===== src/plsu_pkg.sv =====
`timescale 1ns / 1ps

package plsu_pkg;

    localparam int DATA_W = 32;
    localparam int LEN_W  = 6;
    localparam int POS_W  = 6;
    localparam int OP_W   = 2;

    // stream word widths, padded to whole bytes
    localparam int IN_TDATA_W  = 40;
    localparam int OUT_TDATA_W = 40;

    localparam logic [OP_W-1:0] OP_READ   = 2'd0;
    localparam logic [OP_W-1:0] OP_INSERT = 2'd1;
    localparam logic [OP_W-1:0] OP_DELETE = 2'd2;

    typedef struct packed {
        logic              status;
        logic [DATA_W-1:0] value_out;
        logic [LEN_W-1:0]  list_length;
    } result_t;

endpackage


===== src/plsu_ram.sv =====
`timescale 1ns / 1ps

module plsu_ram #(
    parameter int WIDTH = 32,
    parameter int DEPTH = 32
) (
    input  logic                     clk,
    input  logic                     we,
    input  logic [$clog2(DEPTH)-1:0] waddr,
    input  logic [WIDTH-1:0]         wdata,
    input  logic [$clog2(DEPTH)-1:0] raddr,
    output logic [WIDTH-1:0]         rdata
);

    logic [WIDTH-1:0] mem [DEPTH];

    always_ff @(posedge clk)
    begin
        if (we)
        begin
            mem[waddr] <= wdata;
        end
        rdata <= mem[raddr];
    end

endmodule


===== src/plsu_ctrl.sv =====
`timescale 1ns / 1ps

module plsu_ctrl #(
    parameter int CAPACITY   = 32,
    parameter int ELEM_WIDTH = 32
) (
    input  logic                                 clk,
    input  logic                                 rst_n,
    input  logic                                 in_valid,
    output logic                                 in_ready,
    input  logic [plsu_pkg::OP_W-1:0]            in_opcode,
    input  logic [plsu_pkg::POS_W-1:0]           in_position,
    input  logic [plsu_pkg::DATA_W-1:0]          in_value,
    output logic                                 ram_we,
    output logic [$clog2(CAPACITY)-1:0]          ram_waddr,
    output logic [ELEM_WIDTH-1:0]                ram_wdata,
    output logic [$clog2(CAPACITY)-1:0]          ram_raddr,
    input  logic [ELEM_WIDTH-1:0]                ram_rdata,
    output plsu_pkg::result_t                    res,
    output logic                                 res_valid,
    input  logic                                 res_ready
);

    localparam int AW    = $clog2(CAPACITY);
    localparam int CNT_W = $clog2(CAPACITY + 1);
    localparam int CW    = ((CNT_W > plsu_pkg::POS_W) ? CNT_W : plsu_pkg::POS_W) + 1;

    localparam logic [2:0] S_IDLE   = 3'd0;
    localparam logic [2:0] S_RDWAIT = 3'd1;
    localparam logic [2:0] S_SHRD   = 3'd2;
    localparam logic [2:0] S_SHWR   = 3'd3;
    localparam logic [2:0] S_INSWR  = 3'd4;
    localparam logic [2:0] S_FINISH = 3'd5;

    logic [2:0]                       state_reg, state_next;
    logic [CNT_W-1:0]                 count_reg, count_next;
    logic [plsu_pkg::OP_W-1:0]        op_reg, op_next;
    logic [CW-1:0]                    pos_reg, pos_next;
    logic [CW-1:0]                    idx_reg, idx_next;
    logic [ELEM_WIDTH-1:0]            val_reg, val_next;
    logic                             status_reg, status_next;
    logic [plsu_pkg::DATA_W-1:0]      value_reg, value_next;

    logic [CW-1:0] pos_w, cnt_w, idx_inc, idx_dec;
    logic          pos_nz, rd_ok, ins_ok, is_ins;

    assign pos_w   = CW'(in_position);
    assign cnt_w   = CW'(count_reg);
    assign pos_nz  = (in_position != '0);
    assign rd_ok   = pos_nz && (pos_w <= cnt_w);
    assign ins_ok  = (cnt_w < CW'(CAPACITY)) && pos_nz && (pos_w <= cnt_w + CW'(1));
    assign is_ins  = (op_reg == plsu_pkg::OP_INSERT);

    // step units: neighbor indices for the shift loop
    assign idx_inc = idx_reg + CW'(1);
    assign idx_dec = idx_reg - CW'(1);

    assign in_ready  = (state_reg == S_IDLE);
    assign res_valid = (state_reg == S_FINISH);

    assign res.status      = status_reg;
    assign res.value_out   = value_reg;
    assign res.list_length = plsu_pkg::LEN_W'(count_reg);

    always_comb
    begin
        state_next  = state_reg;
        count_next  = count_reg;
        op_next     = op_reg;
        pos_next    = pos_reg;
        idx_next    = idx_reg;
        val_next    = val_reg;
        status_next = status_reg;
        value_next  = value_reg;
        ram_we      = 1'b0;
        ram_waddr   = AW'(idx_reg);
        ram_wdata   = ram_rdata;
        ram_raddr   = AW'(idx_reg);

        case (state_reg)
            S_IDLE:
            begin
                ram_raddr = AW'(pos_w - CW'(1));
                if (in_valid)
                begin
                    op_next     = in_opcode;
                    pos_next    = pos_w;
                    val_next    = ELEM_WIDTH'($signed(in_value));
                    status_next = 1'b1;
                    value_next  = '0;
                    state_next  = S_FINISH;
                    case (in_opcode)
                        plsu_pkg::OP_READ:
                        begin
                            if (rd_ok)
                            begin
                                state_next = S_RDWAIT;
                            end
                        end
                        plsu_pkg::OP_DELETE:
                        begin
                            if (rd_ok)
                            begin
                                idx_next   = pos_w;
                                state_next = S_RDWAIT;
                            end
                        end
                        plsu_pkg::OP_INSERT:
                        begin
                            if (ins_ok)
                            begin
                                idx_next   = cnt_w;
                                state_next = (cnt_w >= pos_w) ? S_SHRD : S_INSWR;
                            end
                        end
                        default:
                        begin
                            state_next = S_FINISH;
                        end
                    endcase
                end
            end
            S_RDWAIT:
            begin
                status_next = 1'b0;
                value_next  = plsu_pkg::DATA_W'($signed(ram_rdata));
                if (op_reg == plsu_pkg::OP_DELETE)
                begin
                    if (idx_reg < cnt_w)
                    begin
                        state_next = S_SHRD;
                    end
                    else
                    begin
                        count_next = count_reg - CNT_W'(1);
                        state_next = S_FINISH;
                    end
                end
                else
                begin
                    state_next = S_FINISH;
                end
            end
            S_SHRD:
            begin
                // insert moves entry idx-1 up, delete moves entry idx down
                ram_raddr  = is_ins ? AW'(idx_dec) : AW'(idx_reg);
                state_next = S_SHWR;
            end
            S_SHWR:
            begin
                ram_we    = 1'b1;
                ram_waddr = is_ins ? AW'(idx_reg) : AW'(idx_dec);
                ram_wdata = ram_rdata;
                if (is_ins)
                begin
                    idx_next   = idx_dec;
                    state_next = (idx_dec >= pos_reg) ? S_SHRD : S_INSWR;
                end
                else
                begin
                    idx_next = idx_inc;
                    if (idx_inc < cnt_w)
                    begin
                        state_next = S_SHRD;
                    end
                    else
                    begin
                        count_next = count_reg - CNT_W'(1);
                        state_next = S_FINISH;
                    end
                end
            end
            S_INSWR:
            begin
                ram_we      = 1'b1;
                ram_waddr   = AW'(pos_reg - CW'(1));
                ram_wdata   = val_reg;
                count_next  = count_reg + CNT_W'(1);
                status_next = 1'b0;
                value_next  = '0;
                state_next  = S_FINISH;
            end
            S_FINISH:
            begin
                if (res_ready)
                begin
                    state_next = S_IDLE;
                end
            end
            default:
            begin
                state_next = S_IDLE;
            end
        endcase
    end

    always_ff @(posedge clk or negedge rst_n)
    begin
        if (!rst_n)
        begin
            state_reg <= S_IDLE;
            count_reg <= '0;
        end
        else
        begin
            state_reg <= state_next;
            count_reg <= count_next;
        end
    end

    always_ff @(posedge clk)
    begin
        op_reg     <= op_next;
        pos_reg    <= pos_next;
        idx_reg    <= idx_next;
        val_reg    <= val_next;
        status_reg <= status_next;
        value_reg  <= value_next;
    end

endmodule


===== src/positional_list_store_unit.sv =====
`timescale 1ns / 1ps

// channel   dir  tdata                                  tuser
// s_axis    in   position[5:0] value_in[37:6] (40 b)    opcode[1:0]
// m_axis    out  value_out[31:0] list_length[37:32]     status[0]
//
// a delete shifts each later entry down, an insert shifts the entries from
// the position on up and then writes the value, a failed request skips the
// ram; the shift loop moves each entry by a registered ram read and the write
// rst_n clears the length and the sequencer; the ram holds no reset state
// the result sits in an output register, so a stalled m_axis still lets one
// more word in; its result then waits in the sequencer and blocks s_axis
module positional_list_store_unit #(
    parameter int CAPACITY   = 32,
    parameter int ELEM_WIDTH = 32
) (
    input  logic                                clk,
    input  logic                                rst_n,
    input  logic                                s_axis_tvalid,
    output logic                                s_axis_tready,
    input  logic [plsu_pkg::IN_TDATA_W-1:0]     s_axis_tdata,   // position, value_in
    input  logic [plsu_pkg::OP_W-1:0]           s_axis_tuser,   // opcode
    output logic                                m_axis_tvalid,
    input  logic                                m_axis_tready,
    output logic [plsu_pkg::OUT_TDATA_W-1:0]    m_axis_tdata,   // value_out, list_length
    output logic [0:0]                          m_axis_tuser    // status
);

    localparam int AW = $clog2(CAPACITY);

    logic                  ram_we;
    logic [AW-1:0]         ram_waddr, ram_raddr;
    logic [ELEM_WIDTH-1:0] ram_wdata, ram_rdata;

    plsu_pkg::result_t res, out_reg;
    logic              res_valid, res_ready;
    logic              out_valid_reg;

    plsu_ram #(
        .WIDTH (ELEM_WIDTH),
        .DEPTH (CAPACITY)
    ) u_ram (
        .clk   (clk),
        .we    (ram_we),
        .waddr (ram_waddr),
        .wdata (ram_wdata),
        .raddr (ram_raddr),
        .rdata (ram_rdata)
    );

    plsu_ctrl #(
        .CAPACITY   (CAPACITY),
        .ELEM_WIDTH (ELEM_WIDTH)
    ) u_ctrl (
        .clk         (clk),
        .rst_n       (rst_n),
        .in_valid    (s_axis_tvalid),
        .in_ready    (s_axis_tready),
        .in_opcode   (s_axis_tuser),
        .in_position (s_axis_tdata[plsu_pkg::POS_W-1:0]),
        .in_value    (s_axis_tdata[plsu_pkg::POS_W +: plsu_pkg::DATA_W]),
        .ram_we      (ram_we),
        .ram_waddr   (ram_waddr),
        .ram_wdata   (ram_wdata),
        .ram_raddr   (ram_raddr),
        .ram_rdata   (ram_rdata),
        .res         (res),
        .res_valid   (res_valid),
        .res_ready   (res_ready)
    );

    // output slot frees when empty or when the word is taken this cycle
    assign res_ready = !out_valid_reg || m_axis_tready;

    always_ff @(posedge clk or negedge rst_n)
    begin
        if (!rst_n)
        begin
            out_valid_reg <= 1'b0;
        end
        else if (res_ready)
        begin
            out_valid_reg <= res_valid;
        end
    end

    always_ff @(posedge clk)
    begin
        if (res_ready && res_valid)
        begin
            out_reg <= res;
        end
    end

    assign m_axis_tvalid = out_valid_reg;
    assign m_axis_tuser  = out_reg.status;
    assign m_axis_tdata  = {{(plsu_pkg::OUT_TDATA_W - plsu_pkg::DATA_W - plsu_pkg::LEN_W){1'b0}},
                            out_reg.list_length, out_reg.value_out};

endmodule


===== config.mk =====
export PLATFORM = sky130hd
export DESIGN_NAME = positional_list_store_unit
export DESIGN_NICKNAME = d
export VERILOG_FILES = /design/src/plsu_pkg.sv /design/src/plsu_ram.sv /design/src/plsu_ctrl.sv /design/src/positional_list_store_unit.sv
export SDC_FILE = /design/constraint.sdc
export NUM_CORES = 2
export LEC_CHECK = 0
export ABC_CLOCK_PERIOD_IN_PS = 4700
export BUFFER_PORTS_ARGS = -buffer_cell sky130_fd_sc_hd__buf_2
export CORE_UTILIZATION = 35
export DETAILED_ROUTE_END_ITERATION = 16
export RECOVER_POWER = 25
export SYNTH_ARGS = -nofsm -noshare
export SYNTH_HDL_FRONTEND = slang
export SYNTH_SLANG_ARGS = --single-unit

===== constraint.sdc =====
create_clock -name clk -period 4.7 [get_ports clk]
set_input_delay 0.94 -clock clk [delete_from_list [all_inputs] [get_ports clk]]
set_output_delay 0.94 -clock clk [all_outputs]
set_load 0.1 [all_outputs]

==> flow_summary.yaml <==
synth:
  synth.area.mux_share: 0.07871
  synth_compound_area_frac: 0.04988
  ys_ff_latch: 1185
  synth_top_area_cell: "edfxtp_1"
  yosys.area_share.simple: 0.09802
  synthAdderAreaFrac: 0.01213
  ys_types: 78
  synth_top_family_by_area: "simple AND/OR/NAND/NOR gates"
  seq_area_frac_synth: 0.7323
  synthFlopType: "edfxtp_1"
  synth.area.top_cells: "edfxtp_1 (71%), mux2i_1 (4.9%), nand2_1 (4.0%), nor2_1 (2.4%), mux4_2 (1.5%)"
  yosys.area.top_type_share: 0.7138
  ys_warn_count: 0
  avgSynthCellArea_um2: 15.08
  syn_area_um2: 48090
  async_flop_share: 0.008439
  syn_inst: 3189
  synth-edff-count: 1143
  synth_xor_area_frac: 0.004189
pwr:
  pwr-share-seq: 0.405
  clockPowerShare: 0.227
  p_total_mw: 40.43
  swShare: 0.3741
  p_leak_nw: 18.78
  peakVddDrop_mv: 0.4217
  power_density_nw_per_um2: 733.8
  intPower_mw: 25.31
  power_frac_comb: 0.369
  p_sw_mw: 15.12
clock_tree:
  hold_buffers: 0
  ctsResizeCount: 0
  htree_levels: 3
  path_clk_slew_ns: 0.06
  root_buffer: "clkbuf_16"
  cts.sinks: 1185
  cts_tree: "done"
  ctsLongestPathBuffers: 3
  worst_skew_pair.late_latency_ns: 0.72
  cts_setup_buffers: 0
  cts_buffers: 118
global_route:
  grt-ovfl-total: 0
  grt.total_usage: 0.1734
  grt_first_pass_wirelength_um: 179000
  grt_pass1_vias: 26280
  antenna_found_initial: 7
  grt_max_degree: 99
worst_setup_path:
  worst-path-stages: 9
  cpLargestDelayFamily: "buffers and inverters"
  reg2reg_depth: 9
  path_cells: "clkbuf_1, nor2_1, and2_0, inv_1, buf_4, o221ai_1, or3_1, nor2_4, buf_12"
  crit_path_top_delay_cell: "inv_1"
  r2r_setup_slack_ns: 0.65
  worstSetupEndpointType: "flip-flop"
  r2r_start: "u_ctrl.state_reg[1]$_DFFE_PN0P_"
  start_kind: "flip-flop"
  critical_path_class: "reg -> reg"
  crit_start: "u_ctrl.state_reg[1]$_DFFE_PN0P_"
  worstPathArrival_ns: 4.44
  r2r_end: "u_ram.mem[0][28]$_DFFE_PP_"
  required_ns: 5.09
  critPathMaxStageDelay_ns: 0.58
  crit_end: "u_ram.mem[0][28]$_DFFE_PP_"
  worst-path-buf-inv: 4
  cp_max_fo: 24
placement:
  dp_hpwl_um: 68240
  io_buffers: 84
  gp_congestion: 0.8332
floorplanning:
  io_pins: 89
  core_um2: 135800
  rows: 135
  die_y_um: 372.7
  dieArea_um2: 138900
  start_util: 0.3541
  die_w_um: 372.7
sta:
  tightest_slew_ns: 2.170
  timing.final.crit_share: 0.8620
  slew_headroom: -0.4465
  min_period_ns: 4.051
  drv_slew: 113
  fin_setup_tns_ns: 0
  skew_ns: 0.02058
  finalSetupViolations: 0
  hold_viol_final: 0
  fmax_mhz: 246.8
  rsz0062_at_grt: "false"
cells_and_area:
  syn2layout_area_growth_pct: 14.56
  final_common_cell: "edfxtp_1"
  largest_reg_flops: 1024
  drive_gt1_frac: 0.1391
  largest-register: "u_ram.mem"
  mostFrequentLayoutCells: "edfxtp_1 (1,143), nand2_1 (507), nor2_1 (274)"
  final_nets: 3410
worst_hold_path:
  hp-class: "in -> async"
routing:
  num_vias: 27150
  dr.first_iter.drc_count: 2552
  drt-pass1-iter-count: 5
  wire_per_inst_um: 23.52
  drt-total-wl_um: 122500
  via_per_inst: 5.214
  postRouteAntennaNets: 0
  drc_errors: 0
status:
  violations: "max-capacitance violations, max-slew violations"
  status: "finished with violations"
flow_run:
  cap_violations: 3
==> power by group through the flow <==
stage	clock [mW]	combinational (mW)	sequential (mW)
after detailed placement	0	15.0	16.5
final	9.16	14.9	16.4
after global routing	9.74	16.1	16.5
after CTS	9.31	15.1	16.3
after floorplan	0	9.38	16.9
after global placement	0	14.8	16.5
==> cells in the mapped netlist, drive strengths merged (2+ instances only) <==
| cell type | n |
|---|---|
| a21oi | 14 |
| xor2 | 7 |
| nand2 | 508 |
| mux2i | 233 |
| and4 | 33 |
| o221ai | 3 |
| nand3b | 37 |
| nor3 | 8 |
| o22ai | 35 |
| o21ai | 26 |
| o311ai | 2 |
| dfxtp | 32 |
| edfxtp | 1143 |
| nor3b | 2 |
| nor2 | 310 |
| buf | 113 |
| a21o | 9 |
| and2 | 36 |
| o211ai | 67 |
| mux4 | 32 |
| a311oi | 3 |
| dfrtp | 10 |
| nor2b | 3 |
| a211oi | 35 |
| xnor2 | 16 |
| ha | 45 |
| a31oi | 65 |
| or3 | 8 |
| nand2b | 9 |
| mux2 | 65 |
| nand3 | 110 |
| o21a | 3 |
| or2 | 2 |
| o31a | 3 |
| nor4 | 2 |
| a32oi | 32 |
| and3 | 4 |
| clkbuf | 72 |
| inv | 31 |
==> per-layer routing <==
layer,track usage,wire (um),vias to the layer above
met3,0.02461,7721,181
met5,0,0,-
met4,0.05411,3211,0
met2,0.2741,57200,904
met1,0.2464,54340,13820
li1,-,-,12250
==> worst min-delay path by stage <==
stage                                       startpoint                         endpoint  slack (ns)  cells after the start
floorplan            u_ctrl.value_reg[0]$_SDFFCE_PP0P_        m_axis_tdata[0]$_DFFE_PP_        0.40                      0
global placement           u_ctrl.status_reg$_DFFE_PP_           m_axis_tuser$_DFFE_PP_        0.40                      0
detailed placement  u_ctrl.value_reg[12]$_SDFFCE_PP0P_       m_axis_tdata[12]$_DFFE_PP_        0.40                      0
CTS                                              rst_n  u_ctrl.count_reg[0]$_DFFE_PN0P_        0.05                      1
global route                                     rst_n  u_ctrl.count_reg[0]$_DFFE_PN0P_        0.24                      1
finish                                           rst_n  u_ctrl.count_reg[0]$_DFFE_PN0P_        0.21                      1
==> through the flow <==
step / setup slack (ns) / utilization / instances / cell area (um2) / hold slack, ns
2_1_floorplan: 0.2275 / - / 3190 / 48090 / 0.4003
3_3_place_gp: 0.8789 / 0.3785 / 4979 / 51400 / 0.4010
3_5_place_dp: 0.8581 / 0.3785 / 4979 / 51400 / 0.4045
4_1_cts: 0.8628 / 0.4064 / 5202 / 55200 / 0.05298
5_1_grt: 0.5246 / 0.4056 / 5204 / 55080 / 0.2418
6_report: 0.6486 / 0.4056 / 5207 / 55090 / 0.2059
==> cells by family after synthesis <==
group / after synthesis
AO/OA/AOI/OAI: 311
multiplexers: 330
XOR/XNOR: 23
other: 1
flip-flops: 1185
adder cells (fa/ha/maj): 46
buffers and inverters: 216
AND/OR/NAND/NOR: 1077
==> cell type report <==
cell class                      count  area [um2]
Antenna cell                        5       12.51
Clock buffer                      161        3224
Clock inverter                     62       571.8
Fill cell                       12350       80720
Inverter                           31       116.4
Multi-Input combinational cell   1789       11960
Sequential cell                  1185       35210
Tap cell                         1781        2228
Timing Repair Buffer              193        1760
Power figures use the tool's default switching activity.
